`src/sv/dstq_pkg.sv`:
```
// shared types and codes of the deadline sorted task queue
`default_nettype none

package dstq_pkg;

   localparam int TASK_W  = 8;
   localparam int DL_W    = 32;
   localparam int COUNT_W = 5;
   localparam int STAT_W  = 2;

   localparam logic OP_INSERT = 1'b0;
   localparam logic OP_REMOVE = 1'b1;

   localparam logic [STAT_W-1:0] STATUS_DONE = 2'd0;
   localparam logic [STAT_W-1:0] STATUS_FULL = 2'd1;
   localparam logic [STAT_W-1:0] STATUS_MISS = 2'd2;

   typedef struct packed {
      logic [STAT_W-1:0]  status;
      logic [TASK_W-1:0]  head_task;
      logic [DL_W-1:0]    head_deadline;
      logic [COUNT_W-1:0] entry_count;
      logic               is_empty;
   } rsp_type;

endpackage

`default_nettype wire

```
`src/sv/dstq_mem.sv`:
```
// entry store: one write port, one read port with registered read data
`default_nettype none

module dstq_mem #(
   parameter int DEPTH = 16,
   parameter int AW    = 4,
   parameter int WIDTH = 40
) (
   input  logic             clock,
   input  logic             we,
   input  logic [AW-1:0]    waddr,
   input  logic [WIDTH-1:0] wdata,
   input  logic             re,
   input  logic [AW-1:0]    raddr,
   output logic [WIDTH-1:0] rdata
);

   logic [WIDTH-1:0] mem_ff [DEPTH];
   logic [WIDTH-1:0] rdata_ff;

   always_ff @(posedge clock) begin
      if (we) begin
         mem_ff[waddr] <= wdata;
      end
      if (re) begin
         rdata_ff <= mem_ff[raddr];
      end
   end

   assign rdata = rdata_ff;

endmodule

`default_nettype wire

```
`src/sv/dstq_ctrl.sv`:
```
// sequencer that walks the entry store with one compare unit per step
`default_nettype none

module dstq_ctrl
   import dstq_pkg::*;
#(
   parameter int DEPTH = 16,
   parameter int AW    = 4,
   parameter int CW    = 5,
   parameter int IDW   = 8
) (
   input  logic              clock,
   input  logic              reset,
   input  logic              req_valid,
   output logic              req_ready,
   input  logic              req_op,
   input  logic [IDW-1:0]    req_task,
   input  logic [DL_W-1:0]   req_dl,
   input  logic              out_free,
   output logic              rsp_load,
   output rsp_type           rsp_info,
   output logic              mem_we,
   output logic [AW-1:0]     mem_waddr,
   output logic [IDW+DL_W-1:0] mem_wdata,
   output logic              mem_re,
   output logic [AW-1:0]     mem_raddr,
   input  logic [IDW+DL_W-1:0] mem_rdata
);

   typedef enum logic [2:0] {
      ST_IDLE,
      ST_INS_WALK,
      ST_INS_PUT,
      ST_REM_WALK,
      ST_HEAD,
      ST_DONE
   } state_type;

   state_type         state_ff, state_in;
   logic [CW-1:0]     occ_ff, occ_in;
   logic [AW-1:0]     idx_ff, idx_in;
   logic              found_ff, found_in;
   logic [STAT_W-1:0] status_ff, status_in;
   logic [IDW-1:0]    task_ff, task_in;
   logic [DL_W-1:0]   dl_ff, dl_in;

   logic [IDW-1:0]    rd_task;
   logic [DL_W-1:0]   rd_dl;
   logic              dl_later;
   logic              id_match;
   logic [AW-1:0]     last_idx;
   logic [IDW+TASK_W-1:0] task_ext;
   logic [CW+COUNT_W-1:0] count_ext;

   assign rd_task  = mem_rdata[IDW-1:0];
   assign rd_dl    = mem_rdata[IDW+DL_W-1:IDW];
   // the shared compare unit
   assign dl_later = rd_dl > dl_ff;
   assign id_match = rd_task == task_ff;
   assign last_idx = AW'(occ_ff - 1'b1);

   assign req_ready = state_ff == ST_IDLE;
   assign rsp_load  = (state_ff == ST_DONE) && out_free;

   assign task_ext  = {{TASK_W{1'b0}}, rd_task};
   assign count_ext = {{COUNT_W{1'b0}}, occ_ff};

   always_comb begin
      rsp_info.status        = status_ff;
      rsp_info.entry_count   = count_ext[COUNT_W-1:0];
      rsp_info.is_empty      = occ_ff == '0;
      rsp_info.head_task     = '0;
      rsp_info.head_deadline = '0;
      if (occ_ff != '0) begin
         rsp_info.head_task     = task_ext[TASK_W-1:0];
         rsp_info.head_deadline = rd_dl;
      end
   end

   always_comb begin
      state_in  = state_ff;
      occ_in    = occ_ff;
      idx_in    = idx_ff;
      found_in  = found_ff;
      status_in = status_ff;
      task_in   = task_ff;
      dl_in     = dl_ff;
      mem_we    = 1'b0;
      mem_waddr = idx_ff;
      mem_wdata = mem_rdata;
      mem_re    = 1'b0;
      mem_raddr = '0;
      unique case (state_ff)
         ST_IDLE: begin
            if (req_valid) begin
               task_in   = req_task;
               dl_in     = req_dl;
               status_in = STATUS_DONE;
               found_in  = 1'b0;
               if (req_op == OP_INSERT) begin
                  if (occ_ff == CW'(DEPTH)) begin
                     status_in = STATUS_FULL;
                     state_in  = ST_HEAD;
                  end else if (occ_ff == '0) begin
                     idx_in   = '0;
                     state_in = ST_INS_PUT;
                  end else begin
                     // walk from the tail toward the front
                     mem_re    = 1'b1;
                     mem_raddr = last_idx;
                     idx_in    = AW'(occ_ff);
                     state_in  = ST_INS_WALK;
                  end
               end else begin
                  if (occ_ff == '0) begin
                     status_in = STATUS_MISS;
                     state_in  = ST_HEAD;
                  end else begin
                     mem_re    = 1'b1;
                     mem_raddr = '0;
                     idx_in    = '0;
                     state_in  = ST_REM_WALK;
                  end
               end
            end
         end
         ST_INS_WALK: begin
            // read data holds entry idx-1
            if (dl_later) begin
               mem_we    = 1'b1;
               mem_waddr = idx_ff;
               mem_wdata = mem_rdata;
               idx_in    = idx_ff - 1'b1;
               if (idx_ff == AW'(1)) begin
                  state_in = ST_INS_PUT;
               end else begin
                  mem_re    = 1'b1;
                  mem_raddr = idx_ff - AW'(2);
               end
            end else begin
               state_in = ST_INS_PUT;
            end
         end
         ST_INS_PUT: begin
            mem_we    = 1'b1;
            mem_waddr = idx_ff;
            mem_wdata = {dl_ff, task_ff};
            occ_in    = occ_ff + 1'b1;
            state_in  = ST_HEAD;
         end
         ST_REM_WALK: begin
            // read data holds entry idx; after the match every entry moves up one
            if (found_ff) begin
               mem_we    = 1'b1;
               mem_waddr = idx_ff - 1'b1;
               mem_wdata = mem_rdata;
            end
            found_in = found_ff || id_match;
            if (idx_ff == last_idx) begin
               if (found_ff || id_match) begin
                  occ_in = occ_ff - 1'b1;
               end else begin
                  status_in = STATUS_MISS;
               end
               state_in = ST_HEAD;
            end else begin
               mem_re    = 1'b1;
               mem_raddr = idx_ff + 1'b1;
               idx_in    = idx_ff + 1'b1;
            end
         end
         ST_HEAD: begin
            mem_re    = 1'b1;
            mem_raddr = '0;
            state_in  = ST_DONE;
         end
         ST_DONE: begin
            if (out_free) begin
               state_in = ST_IDLE;
            end
         end
         default: begin
            state_in = ST_IDLE;
         end
      endcase
   end

   always_ff @(posedge clock) begin
      if (reset) begin
         state_ff <= ST_IDLE;
         occ_ff   <= '0;
         found_ff <= 1'b0;
      end else begin
         state_ff <= state_in;
         occ_ff   <= occ_in;
         found_ff <= found_in;
      end
      idx_ff    <= idx_in;
      status_ff <= status_in;
      task_ff   <= task_in;
      dl_ff     <= dl_in;
   end

endmodule

`default_nettype wire

```
`src/sv/deadline_sorted_task_queue.sv`:
```
// Deadline sorted task queue, earliest deadline at the head.
//
// req channel: one transfer per command. tuser is the opcode (insert or
// remove); tdata carries the task id and, for inserts, the deadline.
// rsp channel: exactly one transfer per command with the status, the head
// task and deadline, the entry count and an empty flag.
//
// Entries live in a single-port-read, single-port-write store that the
// sequencer walks one entry per cycle with one compare unit. An insert
// walks past every entry with a later deadline, stops at an entry with an
// earlier or equal deadline, writes the new entry and reads the head; a
// remove walks every held entry, moving those after the match up one, and
// then reads the head; a full insert or an empty remove reads only the
// head. The sequencer then hands the result to the output register.
// req_tready is high only while the sequencer is idle.
//
// Reset empties the queue at once; stored entries are not cleared. The
// result sits in an output register, so a stalled receiver holds rsp_tdata
// steady while the next command is already accepted and processed; that
// command then waits with its result until the register frees up.
`default_nettype none

module deadline_sorted_task_queue
   import dstq_pkg::*;
#(
   parameter int DEPTH   = 16,
   parameter int ID_BITS = 8
) (
   input  logic        clock,
   input  logic        reset,
   input  logic        req_tvalid,
   output logic        req_tready,
   input  logic [39:0] req_tdata,   // task_id[7:0], deadline[39:8]
   input  logic        req_tuser,   // op[0]
   output logic        rsp_tvalid,
   input  logic        rsp_tready,
   output logic [47:0] rsp_tdata,   // head_task[7:0], head_deadline[39:8],
                                    // entry_count[44:40], is_empty[45], zero[47:46]
   output logic [1:0]  rsp_tuser    // status[1:0]
);

   localparam int AW  = (DEPTH > 1) ? $clog2(DEPTH) : 1;
   localparam int CW  = $clog2(DEPTH + 1);
   localparam int IDW = (ID_BITS < TASK_W) ? ID_BITS : TASK_W;
   localparam int MW  = IDW + DL_W;

   logic          out_free;
   logic          rsp_load;
   rsp_type       rsp_info;
   logic          mem_we;
   logic [AW-1:0] mem_waddr;
   logic [MW-1:0] mem_wdata;
   logic          mem_re;
   logic [AW-1:0] mem_raddr;
   logic [MW-1:0] mem_rdata;

   logic          rsp_valid_ff, rsp_valid_in;
   rsp_type       rsp_data_ff, rsp_data_in;

   dstq_mem #(
      .DEPTH (DEPTH),
      .AW    (AW),
      .WIDTH (MW)
   ) u_mem (
      .clock (clock),
      .we    (mem_we),
      .waddr (mem_waddr),
      .wdata (mem_wdata),
      .re    (mem_re),
      .raddr (mem_raddr),
      .rdata (mem_rdata)
   );

   dstq_ctrl #(
      .DEPTH (DEPTH),
      .AW    (AW),
      .CW    (CW),
      .IDW   (IDW)
   ) u_ctrl (
      .clock     (clock),
      .reset     (reset),
      .req_valid (req_tvalid),
      .req_ready (req_tready),
      .req_op    (req_tuser),
      .req_task  (req_tdata[IDW-1:0]),
      .req_dl    (req_tdata[TASK_W+DL_W-1:TASK_W]),
      .out_free  (out_free),
      .rsp_load  (rsp_load),
      .rsp_info  (rsp_info),
      .mem_we    (mem_we),
      .mem_waddr (mem_waddr),
      .mem_wdata (mem_wdata),
      .mem_re    (mem_re),
      .mem_raddr (mem_raddr),
      .mem_rdata (mem_rdata)
   );

   assign out_free = !rsp_valid_ff || rsp_tready;

   always_comb begin
      rsp_valid_in = rsp_valid_ff;
      rsp_data_in  = rsp_data_ff;
      if (rsp_load) begin
         rsp_valid_in = 1'b1;
         rsp_data_in  = rsp_info;
      end else if (rsp_tready) begin
         rsp_valid_in = 1'b0;
      end
   end

   always_ff @(posedge clock) begin
      if (reset) begin
         rsp_valid_ff <= 1'b0;
      end else begin
         rsp_valid_ff <= rsp_valid_in;
      end
      rsp_data_ff <= rsp_data_in;
   end

   assign rsp_tvalid = rsp_valid_ff;
   assign rsp_tuser  = rsp_data_ff.status;
   assign rsp_tdata  = {2'b00, rsp_data_ff.is_empty, rsp_data_ff.entry_count,
                        rsp_data_ff.head_deadline, rsp_data_ff.head_task};

endmodule

`default_nettype wire

```
`config.mk`:
```
export PLATFORM = sky130hd
export DESIGN_NAME = deadline_sorted_task_queue
export DESIGN_NICKNAME = d
export VERILOG_FILES = /design/src/sv/dstq_pkg.sv /design/src/sv/dstq_mem.sv /design/src/sv/dstq_ctrl.sv /design/src/sv/deadline_sorted_task_queue.sv
export SDC_FILE = /design/constraint.sdc
export NUM_CORES = 1
export LEC_CHECK = 0
export BUFFER_PORTS_ARGS = -buffer_cell sky130_fd_sc_hd__clkbuf_2
export CORE_MARGIN = 2
export CORE_UTILIZATION = 56
export DETAILED_ROUTE_END_ITERATION = 10
export PLACE_DENSITY = 0.73
export SETUP_SLACK_MARGIN = 0.2
export SLEW_MARGIN = 20
export SYNTH_ARGS = -nofsm -noshare
export SYNTH_HDL_FRONTEND = slang
export SYNTH_SLANG_ARGS = --single-unit
```
`constraint.sdc`:
```
create_clock -name clock -period 5.5 [get_ports clock]
set_input_delay 1.1 -clock clock [delete_from_list [all_inputs] [get_ports clock]]
set_output_delay 1.1 -clock clock [all_outputs]
set_load 0.02 [all_outputs]
```
==> metrics.cfg <==
[outcome]
status=completed

[floorplan]
coreArea_sq_mm=0.05617
die_w_microns=241.8
start_util_pct=56.40
die_h_microns=241.8
dieArea_sq_mm=0.05848
ios=97
rows=87

[global_routing]
grt_pass1_wl_microns=110700
track_usage_pct=25.78
grt_max_degree=87
grt_pass1_vias=16870
grt_overflow=0
antenna_found_initial=0

[sta]
setup_viol=0
rsz0062_at_grt=false
timing.final.ws_setup_ps=1290
final-hold-violation-count=0
setup_tns_ps=0
skew_ps=21.03
hold_slack_ps=424.3
post-route-period-util_pct=76.54
tightest_slew_ps=1092
fmax_mhz=237.6
slew_headroom_pct=27.07
report.final.slew_viol_count=0
fin_crit_ps=4210

[placement]
portBuffers=94
place_inst=2614
gp_congestion=0.8436
hpwl_microns=41610
dp_slack_ps=1311

[drt]
dr.pass1.iters=5
wire_per_inst_microns=27.61
via_count=17190
drt_wl_total_microns=75960
avgViaCountPerCell=6.248
first_iter_violations=1873
remaining_drc_errors=0
antenna_left=0

[layout]
syn_to_final_growth_pct=13.88
final_util_pct=64.23
final_cell_count_no_fill=2751
fill_cells=3864
layout_common_cells=edfxtp_1, mux2_2, a22oi_1
final_common_cell=edfxtp_1
layout-drive-gt1-share_pct=24.51
nets=2024
antenna_cells=0

[yosys]
synth_top_family_by_area=multiplexers
synth-edff-count=774
synth_warnings=0
synth_cell_types=62
synth-compound-area-share_pct=5.419
synth_fa_ha_area_share_pct=1.580
seq_area_frac_synth_pct=74.01
synthSimpleGateAreaFrac_pct=3.831
ys.flop_type=edfxtp_1
synth_seq_cells=784
synth.area.mux_share_pct=12.51
netlist_instances=1791
ys_async_sr_fraction_pct=0
syn_avg_cell_area_sq_um=17.69
synth_area_sq_mm=0.03168
yosys.area_share.xor_xnor_pct=0.8176

[clocking]
clockRootBuffer=clkbuf_16
tritoncts=done
clock-sinks=784
insertion_delay_ps=630
path_clk_slew_ps=60
ctsHoldBuffers=0
cts_resized=0
htree_levels=3
postCtsSetupRepairBufs=0
clockBufferDepth=3
cts_buffers=78

[pwr]
vdd_ir_drop_max_v=0.0002829
leakagePower_uw=0.01178
power.density_mw_per_mm2=516.0

[min_path]
hp-class=reg -> reg
hold_end=rsp_tuser[0]
hold-path-cell-count=0
min_from=u_ctrl.status_ff[0]

[worst_setup_path]
reg2regPathDepth=11
rr_endpoint=u_mem.rdata[13]
required_ps=5980
worstSetupStartpointType=register
end_kind=register
worstPathMaxFanout=22
path_class=reg -> reg
reg2reg_from=u_mem.rdata[23]
cp.arrival_ps=4690
r2r_slack_ps=1290

[run]
cap_violations=0

[cells in the mapped netlist (all sizes together), types with 2 or more instances]
library cell,instances,area [sq um]
nor4,4,31.28
nand3b,4,30.03
a21o,2,15.01
clkbuf,41,153.9
nand2b,6,37.54
o21ai,14,73.82
ha,40,500.5
nand2,28,105.1
a211oi,5,42.54
o31a,3,37.54
or2,2,12.51
a21oi,28,143.9
o22a,41,359.1
a31oi,3,18.77
nand3,12,70.07
a22oi,123,923.4
xnor2,12,105.1
a2bb2oi,2,23.77
a21boi,3,22.52
xor2,15,131.4
mux2i,82,820.8
buf,51,266.5
dfxtp,10,200.2
nor3,9,66.32
nor2,47,183.9
nand4,49,306.5
nor2b,41,256.5
nor3b,4,51.30
edfxtp,774,23240
inv,42,157.7
mux2,279,3142
[cell type report]
class | instances | area, sq um | area share, %
well taps | 756 | 945.9 | 2.622
repair buffers | 159 | 1154 | 3.198
inverters | 42 | 157.7 | 0.4370
flip-flops and latches | 784 | 23440 | 64.98
clock buffers | 98 | 2048 | 5.678
clock inverters | 38 | 471.7 | 1.308
multi-input cells | 874 | 7855 | 21.77
[cells by family (layout without fill, tap and decap cells)]
group,after synthesis,in the layout
and+or+nand+nor,213,213
AOI/OAI and AO/OA,230,230
muxes,361,361
adders and majority gates,40,40
other,1,2
DFF,784,784
buffers and inverters,134,337
xor gates and xnor gates,28,28
[critical path: stages, from the launching register on]
cell and delay, ps:
edfxtp_1 410, ha_1 340, nand4_1 180, nor4_1 660, buf_4 230, nand3_1 190
nand3_2 220, nor2_1 130, a21oi_4 900, buf_4 520, a22oi_1 140, nand4_1 130
[stage by stage]
step	cell area [sq um]	power, uW
floorplan	31680	11650
global placement	33530	13200
detailed placement	33530	13370
CTS	36050	18620
global route	36070	19310
finish	36070	18610
[state kept, by name, indices dropped and copies added (netlist names)]
register          flops
u_mem.mem_ff        640
rsp_tuser             2
u_ctrl.task_ff        8
u_ctrl.found_ff       1
u_ctrl.status_ff      2
rsp_tdata            46
u_ctrl.state_ff       3
u_ctrl.occ_ff         5
u_mem.rdata          40
u_ctrl.dl_ff         32
rsp_tvalid            1
u_ctrl.idx_ff         4
[routing by layer]
layer / wire, microns / part of all wire [%] / up-vias / track usage, %
li1: - / - / 7393 / -
met1: 32070 / 42 / 8767 / 38.00
met3: 6974 / 9.2 / 128 / 4.273
met2: 35140 / 46 / 901 / 39.97
met5: 0 / 0 / - / 0
met4: 1772 / 2.3 / 0 / 7.698
[worst max path at each step]
| stage | end | slack [ps] | start | cells past startpoint |
|---|---|---|---|---|
| 6_report | u_mem.rdata[13] | 1290 | u_mem.rdata[23] | 11 |
| 3_3_place_gp | u_mem.rdata[22] | 1390 | u_mem.rdata[39] | 12 |
| 3_5_place_dp | u_mem.rdata[18] | 1310 | u_mem.rdata[23] | 11 |
| 5_1_grt | u_mem.rdata[22] | 1100 | u_mem.rdata[39] | 12 |
| 2_1_floorplan | u_mem.mem_ff[3][0] | 1280 | u_mem.rdata[23] | 9 |
| 4_1_cts | u_mem.rdata[22] | 1290 | u_mem.rdata[23] | 12 |
[report_power, final]
group	total [uW]	internal, uW	switching (uW)
clock network	5280	3070	2210
registers	8680	8330	351
logic	4650	1510	3140
total	18600	12900	5700
Note: power is estimated with default switching activity, not from simulation.
